[src/rtl/frcd_pkg.sv]
`timescale 1ns / 1ps
// Shared types, codes and constants for the feature report command decoder.
// No dependencies; used by frcd_decode and feature_report_command_decoder.
package frcd_pkg;

    localparam int unsigned InTdataW  = 56;
    localparam int unsigned OutTdataW = 16;

    localparam logic [7:0] MinLength     = 8'd4;
    localparam logic [7:0] LongLength    = 8'd5;
    localparam logic [7:0] HeaderByte    = 8'h5a;
    localparam logic [7:0] GroupControl  = 8'hd0;
    localparam logic [7:0] GroupLight    = 8'hba;
    localparam logic [7:0] SelFnRow      = 8'h4e;
    localparam logic [7:0] SelChannel    = 8'h7c;
    localparam logic [7:0] SelAux        = 8'h85;
    localparam logic [7:0] SelTimed      = 8'h8f;
    localparam logic [7:0] LightSig0     = 8'hc5;
    localparam logic [7:0] LightSig1     = 8'hc4;
    localparam logic [7:0] AuxValue      = 8'hff;
    localparam logic [7:0] AuxExtra      = 8'h80;
    localparam logic [7:0] ValZero       = 8'h00;
    localparam logic [7:0] ValOne        = 8'h01;
    localparam logic [7:0] LightOff      = 8'h00;
    localparam logic [7:0] LightLow      = 8'h43;
    localparam logic [7:0] LightMid      = 8'h87;
    localparam logic [7:0] LightHigh     = 8'hcc;

    typedef enum logic [1:0] {
        ST_REJECTED = 2'd0,
        ST_ACCEPTED = 2'd1,
        ST_QUEUED   = 2'd2
    } t_status;

    typedef enum logic {
        CMD_REPORT  = 1'b0,
        CMD_SERVICE = 1'b1
    } t_command;

    // Backlight level codes
    localparam logic [7:0] LvlLow  = 8'd1;
    localparam logic [7:0] LvlMid  = 8'd2;
    localparam logic [7:0] LvlHigh = 8'd3;

    typedef struct packed {
        t_command   command;
        logic [7:0] report_length;
        logic [7:0] byte_zero;
        logic [7:0] byte_one;
        logic [7:0] byte_two;
        logic [7:0] byte_three;
        logic [7:0] byte_four;
        logic       service_busy;
        logic       service_enabled;
    } t_item;

    // Only the bits that can ever change are held; the rest stay zero
    typedef struct packed {
        logic       fn_row;
        logic       req_action;
        logic       req_function;
        logic       channel;
        logic       aux_enable;
        logic       timed_armed;
        logic [7:0] backlight;
    } t_state;

    typedef struct packed {
        t_status    status;
        logic       serviced;
        logic       function_keys_primary;
        logic       channel_level;
        logic       aux_enable;
        logic       timed_armed;
        logic [7:0] backlight_value;
    } t_result;

    function automatic logic [7:0] light_level(input logic [7:0] code);
        logic [7:0] val;
        case (code)
            LvlLow:  val = LightLow;
            LvlMid:  val = LightMid;
            LvlHigh: val = LightHigh;
            default: val = LightOff;
        endcase
        return val;
    endfunction

endpackage

[src/rtl/feature_report_command_decoder.sv]
`timescale 1ns / 1ps
// Top level: input register, state registers and result register around frcd_decode.
// Depends on frcd_pkg and frcd_decode.

// Feature report command decoder. Each input transaction is one command: a
// feature report (tuser 0) or a service request for a queued Fn-row switch
// (tuser 1). Every command yields exactly one result transaction carrying the
// outcome and the current row, channel, auxiliary, timed and backlight state.
// A command is captured in an input register and decoded combinationally into an
// output register, from which its result is offered on the master side. One
// command is taken per cycle while the output is drained. Only output
// back-pressure slows the input: with the output stalled the block holds two
// commands, one in each register, before it drops tready.
// The controller state is updated as a command moves from the input to the
// output register, so each command sees the effect of all earlier ones.
module feature_report_command_decoder (
    input  logic                            i_clk,
    input  logic                            i_rst_n,
    input  logic                            i_s_tvalid,
    output logic                            o_s_tready,
    // [7:0] report_length, [15:8] byte_zero, [23:16] byte_one, [31:24] byte_two,
    // [39:32] byte_three, [47:40] byte_four, [48] service_busy,
    // [49] service_enabled, [55:50] zero
    input  logic [frcd_pkg::InTdataW-1:0]   i_s_tdata,
    // [0] command
    input  logic                            i_s_tuser,
    output logic                            o_m_tvalid,
    input  logic                            i_m_tready,
    // [1:0] status, [2] serviced, [3] function_keys_primary, [4] channel_level,
    // [5] aux_enable, [6] timed_armed, [14:7] backlight_value, [15] zero
    output logic [frcd_pkg::OutTdataW-1:0]  o_m_tdata
);

    frcd_pkg::t_item   r_in;
    frcd_pkg::t_item   n_in;
    logic              r_in_valid;
    logic              n_in_valid;
    frcd_pkg::t_state  r_state;
    frcd_pkg::t_state  n_state;
    frcd_pkg::t_result r_out;
    frcd_pkg::t_result n_out;
    logic              r_out_valid;
    logic              n_out_valid;

    frcd_pkg::t_state  dec_state;
    frcd_pkg::t_result dec_result;
    logic              advance;
    logic              s_take;

    frcd_decode u_decode (
        .i_item   (r_in),
        .i_state  (r_state),
        .o_state  (dec_state),
        .o_result (dec_result)
    );

    // Move a command on when the result register is free or being drained
    assign advance    = r_in_valid && (!r_out_valid || i_m_tready);
    assign o_s_tready = !r_in_valid || advance;
    assign s_take     = i_s_tvalid && o_s_tready;

    always_comb begin
        n_in                 = r_in;
        n_in_valid           = r_in_valid;
        n_state              = r_state;
        n_out                = r_out;
        n_out_valid          = r_out_valid;

        if (r_out_valid && i_m_tready) begin
            n_out_valid = 1'b0;
        end
        if (advance) begin
            n_state     = dec_state;
            n_out       = dec_result;
            n_out_valid = 1'b1;
            n_in_valid  = 1'b0;
        end
        if (s_take) begin
            n_in.command         = frcd_pkg::t_command'(i_s_tuser);
            n_in.report_length   = i_s_tdata[7:0];
            n_in.byte_zero       = i_s_tdata[15:8];
            n_in.byte_one        = i_s_tdata[23:16];
            n_in.byte_two        = i_s_tdata[31:24];
            n_in.byte_three      = i_s_tdata[39:32];
            n_in.byte_four       = i_s_tdata[47:40];
            n_in.service_busy    = i_s_tdata[48];
            n_in.service_enabled = i_s_tdata[49];
            n_in_valid           = 1'b1;
        end
    end

    always_ff @(posedge i_clk) begin
        if (!i_rst_n) begin
            r_in_valid  <= 1'b0;
            r_out_valid <= 1'b0;
            r_state     <= '0;
        end else begin
            r_in_valid  <= n_in_valid;
            r_out_valid <= n_out_valid;
            r_state     <= n_state;
        end
        r_in  <= n_in;
        r_out <= n_out;
    end

    assign o_m_tvalid = r_out_valid;
    assign o_m_tdata  = {1'b0, r_out.backlight_value, r_out.timed_armed, r_out.aux_enable,
                         r_out.channel_level, r_out.function_keys_primary, r_out.serviced,
                         r_out.status};

    // A service transaction never reports a report outcome
    assert property (@(posedge i_clk) disable iff (!i_rst_n)
        r_out_valid && r_out.serviced |-> r_out.status == frcd_pkg::ST_REJECTED)
        else $error("serviced result with non-rejected status");

    // Controller state moves only with a decoded command
    assert property (@(posedge i_clk) disable iff (!i_rst_n)
        !advance |=> r_state == $past(r_state))
        else $error("state changed without a command");

    // Service commands touch only the Fn-row bits
    assert property (@(posedge i_clk) disable iff (!i_rst_n)
        advance && r_in.command == frcd_pkg::CMD_SERVICE |=>
            r_state.channel == $past(r_state.channel) &&
            r_state.backlight == $past(r_state.backlight) &&
            r_state.aux_enable == $past(r_state.aux_enable) &&
            r_state.timed_armed == $past(r_state.timed_armed))
        else $error("service command altered report state");

endmodule

[src/rtl/frcd_decode.sv]
`timescale 1ns / 1ps
// Command decode: next state and result for one registered command.
// Depends on frcd_pkg.
module frcd_decode (
    input  frcd_pkg::t_item   i_item,
    input  frcd_pkg::t_state  i_state,
    output frcd_pkg::t_state  o_state,
    output frcd_pkg::t_result o_result
);

    frcd_pkg::t_state  nxt;
    frcd_pkg::t_status status;
    logic              serviced;
    logic              has_five;

    always_comb begin
        nxt      = i_state;
        status   = frcd_pkg::ST_REJECTED;
        serviced = 1'b0;
        has_five = (i_item.report_length >= frcd_pkg::LongLength);

        if (i_item.command == frcd_pkg::CMD_SERVICE) begin
            // Action-keys request wins; a function-keys request stays queued
            if (!i_item.service_busy && i_item.service_enabled) begin
                if (i_state.req_action) begin
                    nxt.req_action = 1'b0;
                    nxt.fn_row     = 1'b0;
                    serviced       = 1'b1;
                end else if (i_state.req_function) begin
                    nxt.req_function = 1'b0;
                    nxt.fn_row       = 1'b1;
                    serviced         = 1'b1;
                end
            end
        end else if (i_item.report_length >= frcd_pkg::MinLength &&
                     i_item.byte_zero == frcd_pkg::HeaderByte) begin
            if (i_item.byte_one == frcd_pkg::GroupControl) begin
                case (i_item.byte_two)
                    frcd_pkg::SelFnRow: begin
                        if (i_item.byte_three == frcd_pkg::ValZero) begin
                            nxt.req_action = 1'b1;
                            status         = frcd_pkg::ST_QUEUED;
                        end else if (i_item.byte_three == frcd_pkg::ValOne) begin
                            nxt.req_function = 1'b1;
                            status           = frcd_pkg::ST_QUEUED;
                        end
                    end
                    frcd_pkg::SelChannel: begin
                        if (i_item.byte_three inside {frcd_pkg::ValZero, frcd_pkg::ValOne}) begin
                            nxt.channel = ~i_item.byte_three[0];
                            status      = frcd_pkg::ST_ACCEPTED;
                        end
                    end
                    frcd_pkg::SelAux: begin
                        if (has_five && i_item.byte_three == frcd_pkg::AuxValue &&
                            i_item.byte_four == frcd_pkg::AuxExtra) begin
                            nxt.aux_enable = 1'b1;
                            status         = frcd_pkg::ST_ACCEPTED;
                        end
                    end
                    frcd_pkg::SelTimed: begin
                        // Value one arms the timed bit; any other value leaves it and is rejected
                        if (i_item.byte_three == frcd_pkg::ValOne) begin
                            nxt.timed_armed = 1'b1;
                            status          = frcd_pkg::ST_ACCEPTED;
                        end
                    end
                    default: begin
                        status = frcd_pkg::ST_REJECTED;
                    end
                endcase
            end else if (i_item.byte_one == frcd_pkg::GroupLight && has_five &&
                         i_item.byte_two == frcd_pkg::LightSig0 &&
                         i_item.byte_three == frcd_pkg::LightSig1) begin
                nxt.backlight = frcd_pkg::light_level(i_item.byte_four);
                status        = frcd_pkg::ST_ACCEPTED;
            end
        end
    end

    assign o_state = nxt;

    assign o_result.status                = status;
    assign o_result.serviced              = serviced;
    assign o_result.function_keys_primary = nxt.fn_row;
    assign o_result.channel_level         = nxt.channel;
    assign o_result.aux_enable            = nxt.aux_enable;
    assign o_result.timed_armed           = nxt.timed_armed;
    assign o_result.backlight_value       = nxt.backlight;

endmodule

[config.mk]
export PLATFORM = sky130hd
export DESIGN_NAME = feature_report_command_decoder
export DESIGN_NICKNAME = d
export VERILOG_FILES = /design/src/rtl/frcd_pkg.sv /design/src/rtl/feature_report_command_decoder.sv /design/src/rtl/frcd_decode.sv
export SDC_FILE = /design/constraint.sdc
export NUM_CORES = 1
export LEC_CHECK = 0
export ABC_AREA = 1
export BUFFER_PORTS_ARGS = -buffer_cell sky130_fd_sc_hd__clkbuf_2
export CORE_MARGIN = 2
export CORE_UTILIZATION = 57
export DETAILED_ROUTE_END_ITERATION = 7
export PLACE_DENSITY = 0.87
export RECOVER_POWER = 50
export SYNTH_ARGS = -nofsm -noshare
export SYNTH_HDL_FRONTEND = slang
export SYNTH_SLANG_ARGS = --single-unit
[constraint.sdc]
create_clock -name i_clk -period 2.85 [get_ports i_clk]
set_input_delay 0.4275 -clock i_clk [delete_from_list [all_inputs] [get_ports i_clk]]
set_output_delay 0.4275 -clock i_clk [all_outputs]
set_load 0.005 [all_outputs]
---- After elaboration in Yosys (flattened, before gate mapping) ----
Index checks and enable logic that the tools add are counted.
word-level totals
  register bits after elaboration ......... 82
  bits of input ports ..................... 61
  logic and storage cells ................. 111
cells by class
  $lt $le $gt $ge ......................... 2
  eq/ne operators ......................... 18
  multiplexer cells ....................... 36
  bitwise gates (word level) .............. 2
  reduce and logical (&&, ||, !) cells .... 28
operators by type and width
  kind                                                                   count
  8-bit == test, second input constant                                   8
  8-bit by 7-bit == test with 1-bit output, second input constant        3
  8-bit one-hot mux with 3 select lines                                  1
  1-bit 2-to-1 mux                                                       23
  8-bit by 1-bit == test with 1-bit output, second input constant        2
  8-bit by 2-bit == test with 1-bit output, second input constant        2
  8-bit by 3-bit >= comparator with 1-bit output, second input constant  2
  8-bit 2-to-1 mux                                                       2
  2-bit nonzero test                                                     8
  13-bit 2-to-1 mux                                                      1
  11-bit 2-to-1 mux                                                      1
  1-bit logical AND                                                      10
  2-bit 2-to-1 mux                                                       5
  8-bit zero test                                                        1
  2-bit one-hot mux with 4 select lines                                  1
  8-bit AND reduction                                                    1
  6-bit AND reduction                                                    1
  5-bit 2-to-1 mux                                                       1
  2-bit != test, second input constant                                   2
  1-bit zero test                                                        3
  3-bit 2-to-1 mux                                                       1
  1-bit logical OR                                                       2
  2-bit by 1-bit != test with 1-bit output, second input constant        1
  1-bit NOT                                                              2
  2 further kinds                                                        2

---- Longest topological paths before layout ----
Gate-level depths: netlist (run 1).
  depth after elaboration ................. 8
  depth in mapped cells ................... 11
  gate-level depth less buffers ........... 11

---- Hierarchy ----
Synthesis (run 1) repeated with hierarchy kept, for this count alone.
second synthesis, totals
  cells, all modules ...................... 365
  area total of the unflattened synthesis .. 3654.8 µm²
modules (own cells, without submodules)
  module                          instances  cells each  area each (µm²)
  feature_report_command_decoder  1          172         2750.1
  frcd_decode                     1          193         904.6

---- Worst setup path before layout (run 1) ----
No wires, ideal clock.
  path kind ............................... input -> register
  start ................................... input port i_m_tready
  end ..................................... register r_in[0] in the netlist's numbering, enable pin
  arrival ................................. 1.651 ns
  data required time ...................... 2.445 ns
  path slack .............................. 0.794 ns
  cell stages on the path ................. 4
  path buffers ............................ 0
  cell sequence ........................... inv_1 nand3_1 nand2_1 inv_1
on the way
  cells in the longest elaborated chain, start to end .. 4
RTL lines
  element               line                                   source
  from (decl)           feature_report_command_decoder.sv:28   input logic i_m_tready,
  1-bit logical OR      feature_report_command_decoder.sv:58   assign advance = r_in_valid && (!r_out_valid || i_m_tready);
  1-bit logical AND     feature_report_command_decoder.sv:58
  1-bit logical OR      feature_report_command_decoder.sv:59   assign o_s_tready = !r_in_valid || advance;
  net o_s_tready        feature_report_command_decoder.sv:20   output logic o_s_tready,
  1-bit logical AND     feature_report_command_decoder.sv:60   assign s_take = i_s_tvalid && o_s_tready;
  to (signal assigned)  feature_report_command_decoder.sv:102  r_in <= n_in;
  to (decl)             feature_report_command_decoder.sv:34   frcd_pkg::t_item r_in;
The timed path passes the listed nets, and every way through them passes these cells.
A chain may end at the register's enable or synchronous reset.

---- Worst setup path after layout (run 1) ----
  start ................................... register r_out_valid (netlist: o_m_tvalid)
  end ..................................... register r_in[0] in the netlist's numbering, enable pin
on the way
  cells in the longest elaborated chain, start to end .. 5
RTL lines
  element                 line                                  source
  from (decl)             feature_report_command_decoder.sv:42  logic r_out_valid;
  from (signal assigned)  feature_report_command_decoder.sv:99  r_out_valid <= n_out_valid;
  1-bit zero test         feature_report_command_decoder.sv:58
  1-bit logical OR        feature_report_command_decoder.sv:58
  1-bit logical AND       feature_report_command_decoder.sv:58
  1-bit logical OR        feature_report_command_decoder.sv:59
  1-bit logical AND       feature_report_command_decoder.sv:60
No other way between the ends.

==> impl_metrics.csv, run 1 <==
group,metric,value,unit
power_and_ir_drop,finalPower,0.00231,W
global_route,grt_pass1_wl,10.1,mm
floorplanning,die_y,81.5,µm
cts,ctsRootBufferMaster,"clkbuf_8",
worst_hold_path,min_path_type,"input pin to flop",
global_route,track_usage,20.7,%
sta,rsz0062_at_grt,"false",
power_and_ir_drop,p_leak,1.71,nW
placed_design,hpwl,4.70,mm
drt,vias,2538,
synth,synth_fp_nets,400,
drt,viasPerCell,5.06,
drt,dr.pass1.iters,4,
floorplanning,num_rows,28,
placed_design,place.gp.congestion,0.885,
cts,tritoncts,"done",
worst_setup_path,path_class,"flop to flop",
synth,synth-seq-cells,82,
worst_hold_path,min_from,"i_s_tuser",
global_route,grt_overflow,0,
drt,drt-initial-drc-count,165,
cts,cts_resized,0,
cts,clk_path_buf_depth,2,
sta,slew-limit-headroom,32.2,%
sta,fin_setup_tns,0,ns
synth,syn_area,3420,µm²
global_route,antenna_found_initial,0,
cts,cts_made_buffers,9,
sta,finalCriticalPeriod,1.96,ns
floorplanning,dieArea,6630,µm²
synth,netlist_instances,339,
cts,htreeDepth,3,
power_and_ir_drop,vdd_ir_drop_max,0.359,mV
worst_setup_path,cp.required,2.89,ns
status,outcome,"complete, no violations",
final_layout,nets,483,
drt,wl,6.14,mm
floorplanning,core_area,5850,µm²
drt,postRouteAntennaNets,0,
synth,ys_warn_count,0,
final_layout,area_delta_synth_final,18.5,%
worst_setup_path,critPathLaunch,"o_m_tvalid",
global_route,grt_max_degree,30,
sta,fmax,0.511,GHz
final_layout,nFillCells,422,
cts,clkLatencyLatePin,0.34,ns
worst_setup_path,rr_startpoint,"o_m_tvalid",
worst_setup_path,endpoint_kind,"flop",
global_route,grt_pass1_vias,2386,
cts,cts.sinks,82,
drt,drc,0,
final_layout,final_layout_size_suffix_gt1_share,19.7,%
sta,hold_viol_final,0,
placed_design,io_buffers,71,
floorplanning,die_w,81.5,µm
cts,ctsHoldBuffers,0,
floorplanning,start_util,58.4,%
synth,yosysUniqueCellTypes,26,
synth,syn-mean-instance-area,10.1,µm²
drt,routedWlPerCell,12.2,µm
sta,finalCritPeriodShare,68.7,%
sta,setup_violations,0,
sta,slew_violations,0,
cts,clk_pin_slew_worst_paths,0.07,ns
sta,finalClockSkew,0.00782,ns
final_layout,antenna_cells,0,
synth,synth_seq_area_share,67.3,%
floorplanning,ios,79,
job,maxCapViolCount,0,
worst_setup_path,cp_max_fo,29,
worst_setup_path,cp_data_arrival_time,2.00,ns
cts,cts_setup_buffers,0,
power_and_ir_drop,power.density,570,nW/µm²
sta,max_slew.worst_pin.slew,1.02,ns
worst_setup_path,start_kind,"flop",
[through the flow]
step,setup WS (ns),hold slack [ns],cell area (µm²),instances,utilization (%)
floorplan,0.794,0.423,3420,339,-
detailed placement,1.02,0.441,3880,486,66.3
CTS,1.17,0.238,4070,502,69.5
global placement,1.06,0.430,3880,486,66.3
global route,0.761,0.236,4050,502,69.2
finish,0.893,0.255,4050,502,69.2
[cell families after synthesis]
group / count (synthesis) / share of synthesized area (%)
muxes: 1 / 0.293
and+or+nand+nor: 189 / 24.1
other: 1 / 0.110
AOI/OAI and AO/OA: 20 / 2.96
buffers and inverters: 46 / 5.23
DFF: 82 / 67.3
[power breakdown]
group	leakage, nW	total [W]	internal (W)	switching [W]
logic	0.841	0.000127	0.0000526	0.0000746
registers	0.767	0.00138	0.00136	0.0000272
clock network	0.0974	0.000798	0.000427	0.000371
total	1.71	0.00231	0.00183	0.000473
[area by class of cell]
class / instances / area, µm² / share of cell area (%)
Tap cell: 75 / 93.8 / 2.32
Clock inverter: 3 / 40.0 / 0.988
Timing Repair Buffer: 74 / 362 / 8.93
Multi-Input combinational cell: 211 / 938 / 23.2
Clock buffer: 13 / 149 / 3.68
Sequential cell: 82 / 2300 / 56.8
Inverter: 44 / 166 / 4.11
[final timing paths]
check                to  slack (ns)  depth (start not counted)
min reg2reg  r_state[4]        0.45                          2
max             r_in[0]        0.89                          4
max reg2reg     r_in[0]        0.89                          4
min            r_in[50]        0.26                          1
[flip-flops by register name, indices dropped and copies added, names as in the netlist]
signal	flops
r_in	51
o_m_tdata	15
r_state	14
o_m_tvalid	1
r_in_valid	1
[routing by layer]
layer	vias up	track usage [%]	share of wire, %
met5	-	0	0
li1	1281	-	-
met1	1162	24.1	40
met2	84	34.6	51
met4	0	11.0	2.3
met3	11	5.93	6.0
[critical path, stage by stage (launching register included)]
cell,delay (ns)
dfxtp_1,0.32
nand3_1,0.12
nand2_1,0.08
inv_1,0.73
buf_4,0.37
[synth_stat cells (all sizes together)]
| cell | count | area share, % |
|---|---|---|
| a21oi | 10 | 1.5 |
| and2 | 2 | 0.37 |
| buf | 2 | 0.37 |
| clkinv | 2 | 0.26 |
| conb | 1 | 0.11 |
| dfxtp | 16 | 9.4 |
| edfxtp | 66 | 58 |
| inv | 42 | 4.6 |
| mux2i | 1 | 0.29 |
| nand2 | 76 | 8.5 |
| nand3 | 18 | 3.1 |
| nand3b | 2 | 0.44 |
| nand4 | 9 | 1.6 |
| nor2 | 72 | 8.5 |
| nor3 | 9 | 1.3 |
| o21ai | 9 | 1.3 |
| o22ai | 1 | 0.18 |
| or2 | 1 | 0.18 |
[placed cells by master (no fill, tap or decap), drive strengths merged]
| cell | n |
|---|---|
| o22ai | 1 |
| nand4 | 9 |
| nor3 | 9 |
| nor2 | 72 |
| inv | 42 |
| nand3b | 2 |
| nand3 | 18 |
| and2 | 2 |
| clkbuf | 82 |
| a21oi | 10 |
| o21ai | 9 |
| edfxtp | 66 |
| dfxtp | 16 |
| nand2 | 76 |
| bufinv | 1 |
| or2 | 1 |
| buf | 5 |
| mux2i | 1 |
| conb | 1 |
| clkinv | 4 |
No activity file was read; power rests on OpenSTA's default activity.
==> inputs of run 2 (changes only) <==
Settings changed: CORE_UTILIZATION 57 to 48, PLACE_DENSITY 0.87 to 0.78.
Clock period 2.85 ns to 1.8 ns, I/O delays scaled along.
==> run 2 against run 1 <==
  * Maximum frequency up 16%
  * Via count down 2.8%
  * Sequential share of layout area down 0.83 points
  * Non-clock buffer count up 3
  * Clock skew up 0.0013 ns
  * Global-route usage down 3.9 points
  * Register-to-register slack worse by 0.78 ns
  * Critical path depth up 3
  * Total power up 55%
  * Critical path type unchanged
  * Critical endpoint is now o_m_tdata[6]
  * Highest routed layer unchanged
==> impl_metrics.csv, run 2 (same netlist as run 1, synthesis figures left out) <==
group,metric,value,unit
status,outcome,"complete, no violations",
final_layout,final_layout_size_suffix_gt1_share,21.2,%
worst_setup_path,critPathSlowestCell,"edfxtp_1",
global_route,grt_overflow,0,
worst_setup_path,cp_cell_sequence,"nor2_1, nand3_1, nand3_2, inv_1, nand2_1, nor2_1, or2_2",
final_layout,largest_reg_flops,51,
power_and_ir_drop,power.density,869,nW/µm²
power_and_ir_drop,vdd_ir_drop_max,0.532,mV
power_and_ir_drop,p_int,0.00274,W
global_route,grt_pass1_wl,9.86,mm
cts,clk_path_buf_depth,2,
job,maxCapViolCount,0,
power_and_ir_drop,comb_power_share,5.9,%
floorplanning,ios,79,
sta,finalCritPeriodShare,93.5,%
sta,finalCriticalPeriod,1.68,ns
cts,clkLatencyLatePin,0.35,ns
power_and_ir_drop,swShare,23.2,%
floorplanning,dieArea,7820,µm²
sta,slew_violations,0,
sta,setup_violations,0,
drt,routedWlPerCell,11.5,µm
cts,htreeDepth,3,
sta,fin_setup_tns,0,ns
global_route,track_usage,16.7,%
drt,drt-initial-drc-count,122,
cts,clk_pin_slew_worst_paths,0.09,ns
worst_hold_path,min_path_type,"input pin to flop",
global_route,antenna_found_initial,0,
drt,drc,0,
sta,hold_viol_final,0,
power_and_ir_drop,finalPower,0.00357,W
worst_setup_path,critPathMaxStageDelay,0.41,ns
worst_setup_path,cp_data_arrival_time,1.78,ns
worst_setup_path,crit_top_cell,"nor2_1",
power_and_ir_drop,switching_power,0.000827,W
final_layout,layout_common_cells,"nand2_1 (74), nor2_1 (68), edfxtp_1 (66)",
placed_design,io_buffers,71,
power_and_ir_drop,clkPwrFrac,32.9,%
cts,tritoncts,"done",
global_route,grt_pass1_vias,2409,
worst_setup_path,r2r_setup_slack,0.12,ns
cts,cts_made_buffers,9,
cts,ctsRootBufferMaster,"clkbuf_8",
cts,cts.sinks,82,
final_layout,registers.top_by_ff_count,"r_in",
drt,dr.pass1.iters,4,
drt,postRouteAntennaNets,0,
worst_setup_path,path_class,"flop to flop",
floorplanning,num_rows,30,
cts,cts_setup_buffers,0,
final_layout,layout_commonest_cell,"nand2_1",
placed_design,place.gp.congestion,0.868,
worst_setup_path,start_kind,"flop",
worst_setup_path,path_delay_family,"simple AND/OR/NAND/NOR gates",
floorplanning,core_area,6830,µm²
final_layout,nets,486,
sta,fmax,0.594,GHz
floorplanning,die_y,88.4,µm
worst_setup_path,endpoint_kind,"flop",
drt,viasPerCell,4.69,
sta,finalClockSkew,0.00909,ns
power_and_ir_drop,power_frac_seq,61.2,%
final_layout,area_delta_synth_final,20.2,%
floorplanning,die_w,88.4,µm
power_and_ir_drop,p_leak,1.70,nW
sta,rsz0062_at_grt,"false",
drt,wl,6.05,mm
drt,vias,2466,
floorplanning,start_util,50.1,%
global_route,grt_max_degree,34,
worst_setup_path,crit_buf_inv,1,
final_layout,antenna_cells,0,
worst_setup_path,cp.required,1.90,ns
worst_setup_path,cp_max_fo,4,
placed_design,hpwl,4.56,mm
## run 2: worst register-to-register path, stage by stage (launching register included)
cell and delay (ns):
edfxtp_1 0.41, nor2_1 0.14, nand3_1 0.17, nand3_2 0.16, inv_1 0.09, nand2_1 0.13
nor2_1 0.07, or2_2 0.27
## run 2: cell type report
class	count	area, µm²
Timing Repair Buffer	77	392
Inverter	44	168
Sequential cell	82	2300
Clock buffer	10	128
Fill cell	615	2720
Tap cell	96	120
Multi-Input combinational cell	211	953
Clock inverter	6	48.8
## run 2: per-stage QoR
stage               worst slack [ns]  utilization (%)  hold slack, ns  instance area [µm²]  instances
floorplan                     0.0668                -           0.369                 3420        339
global placement               0.208             57.7           0.431                 3940        510
detailed placement             0.151             57.7           0.448                 3940        510
CTS                            0.130             60.3          0.0731                 4120        526
global route                  0.0233             60.2          0.0674                 4110        526
finish                         0.117             60.2          0.0860                 4110        526
## run 2: final timing paths
check                      end         start  depth (start not counted)
hold reg to reg     r_state[5]    r_state[5]                          2
setup reg to reg  o_m_tdata[6]      r_in[46]                          7
setup / recovery  o_m_tdata[6]      r_in[46]                          7
hold / removal        r_in[42]  i_s_tdata[0]                          1
## run 2: power groups by stage
stage	sequential, W	combinational (W)	clock [W]
5_1_grt	0.00220	0.000241	0.00129
3_3_place_gp	0.00222	0.000208	0
3_5_place_dp	0.00223	0.000216	0
4_1_cts	0.00219	0.000217	0.00121
2_1_floorplan	0.00222	0.000102	0
6_report	0.00219	0.000211	0.00118
## run 2: timing repair
item | CTS | global route
gates resized for setup | 0 | 3
hold buffers | 0 | 0
setup endpoints to repair | 0 | 2
## run 2: layer usage
layer	track usage, %	up-vias	wire length [µm]
met3	4.85	12	375
met2	28.9	75	3040
li1	-	1287	-
met1	18.7	1092	2470
met5	0	-	0
met4	8.95	0	158
==> inputs of run 3 (changes only) <==
Settings changed: BUFFER_PORTS_ARGS -buffer_cell sky130_fd_sc_hd__clkbuf_2 to -buffer_cell sky130_fd_sc_hd__buf_4.
==> run 3 against run 2 <==
  * Sequential power barely moved
  * Core utilization up 3.3 points
  * Sequential share of layout area fell by 2.9 points
  * Clock power grew 22%
  * Total power is 8.4% higher
  * First-iteration DRC count grew 51%
  * Clock skew increased by 0.00064 ns
  * Critical path type unchanged
==> impl_metrics.csv, run 3 (same netlist as run 1, synthesis figures left out) <==
group,metric,value,unit
drt,dr.pass1.iters,4,
final_layout,nets,485,
placed_design,place.gp.congestion,0.857,
drt,drc,0,
drt,postRouteAntennaNets,0,
sta,slew_violations,0,
worst_setup_path,cp_max_fo,8,
final_layout,area_delta_synth_final,26.7,%
power_and_ir_drop,vdd_ir_drop_max,0.741,mV
final_layout,nFillCells,588,
worst_setup_path,cp_data_arrival_time,1.80,ns
placed_design,hpwl,4.77,mm
sta,finalCritPeriodShare,94.2,%
worst_setup_path,cp.required,1.90,ns
final_layout,antenna_cells,0,
drt,viasPerCell,4.83,
drt,wl,6.30,mm
placed_design,placedInstanceArea,4110,µm²
floorplanning,die_w,88.4,µm
sta,rsz0062_at_grt,"false",
floorplanning,core_area,6830,µm²
floorplanning,die_y,88.4,µm
final_layout,largest_reg_flops,51,
sta,hold_viol_final,0,
final_layout,final_layout_size_suffix_gt1_share,24.2,%
sta,finalClockSkew,0.00973,ns
global_route,grt_overflow,0,
cts,htreeDepth,3,
global_route,grt_pass1_wl,10.6,mm
cts,clk_pin_slew_worst_paths,0.09,ns
floorplanning,start_util,50.1,%
final_layout,register_area,2300,µm²
worst_hold_path,min_path_type,"input pin to flop",
status,outcome,"complete, no violations",
global_route,track_usage,17.9,%
global_route,grt_max_degree,44,
power_and_ir_drop,power.density,894,nW/µm²
sta,fmax,0.590,GHz
floorplanning,num_rows,30,
cts,clk_path_buf_depth,2,
job,maxCapViolCount,0,
worst_setup_path,endpoint_kind,"flop",
global_route,grt_pass1_vias,2503,
sta,finalCriticalPeriod,1.70,ns
cts,ctsRootBufferMaster,"clkbuf_8",
drt,routedWlPerCell,12.0,µm
cts,cts_made_buffers,9,
drt,drt-initial-drc-count,184,
final_layout,multi_input_area,943,µm²
power_and_ir_drop,p_leak,1.80,nW
worst_setup_path,path_class,"flop to flop",
final_layout,layout_common_cells,"nand2_1 (74), clkbuf_4 (67), nor2_1 (66), edfxtp_1 (66), inv_1 (41)",
final_layout,fin_area,4330,µm²
sta,fin_setup_tns,0,ns
placed_design,io_buffers,71,
drt,vias,2536,
final_layout,registers.top_by_ff_count,"r_in",
floorplanning,ios,79,
final_layout,layout_commonest_cell,"nand2_1",
global_route,antenna_found_initial,0,
sta,setup_violations,0,
cts,clkLatencyLatePin,0.35,ns
cts,cts.sinks,82,
worst_setup_path,start_kind,"flop",
cts,tritoncts,"done",
floorplanning,dieArea,7820,µm²
## run 3: layout make-up
class / count / area share [%]
sequential: 82 / 53.1
multi-input combinational: 211 / 21.8
timing repair buffer: 76 / 13.5
inverter: 44 / 3.87
clock buffer: 10 / 2.94
tap: 96 / 2.77
clock inverter: 6 / 2.08
## run 3: worst paths after layout
| kind | from | depth (start not counted) | endpoint | slack [ns] |
|---|---|---|---|---|
| min | i_s_tdata[20] | 1 | r_in[30] | 0.11 |
| min reg2reg | r_state[5] | 2 | r_state[5] | 0.46 |
| max reg2reg | r_in[43] | 8 | o_m_tdata[8] | 0.10 |
| max | r_in[43] | 8 | o_m_tdata[8] | 0.10 |
## run 3: per-layer routing
metal,vias up,share of wire [%],track usage [%]
met5,-,0,0
met4,0,2.4,7.44
met3,11,5.4,5.41
met2,76,52,31.3
met1,1163,40,20.5
li1,1286,-,-
## run 3: critical path: stages (launching register included)
cell and delay (ns):
edfxtp_1 0.37, o21ai_0 0.23, nand3_1 0.27, nand3_2 0.16, nor2_4 0.05, nand2_2 0.09
clkinv_2 0.11, nand2_1 0.09, o21ai_0 0.08
## run 3: what timing repair did
item,CTS,global route
buffers inserted,0,0
hold buffers,0,0
resized for setup,0,2
endpoints found under the setup margin,0,1
## run 3: power breakdown
part	switching (W)	internal (W)
registers	0.0000411	0.00214
logic	0.000122	0.000125
clock network	0.000656	0.000786
## run 3: per-stage QoR
stage / setup WS [ns] / power (W) / hold slack [ns] / std cells / util (%)
2_1_floorplan: 0.0668 / 0.00233 / 0.369 / 339 / -
3_3_place_gp: 0.221 / 0.00247 / 0.432 / 509 / 60.2
3_5_place_dp: 0.139 / 0.00249 / 0.445 / 509 / 60.2
4_1_cts: 0.129 / 0.00392 / 0.0773 / 525 / 63.4
5_1_grt: 0.00626 / 0.00404 / 0.0919 / 525 / 63.4
6_report: 0.104 / 0.00387 / 0.113 / 525 / 63.4
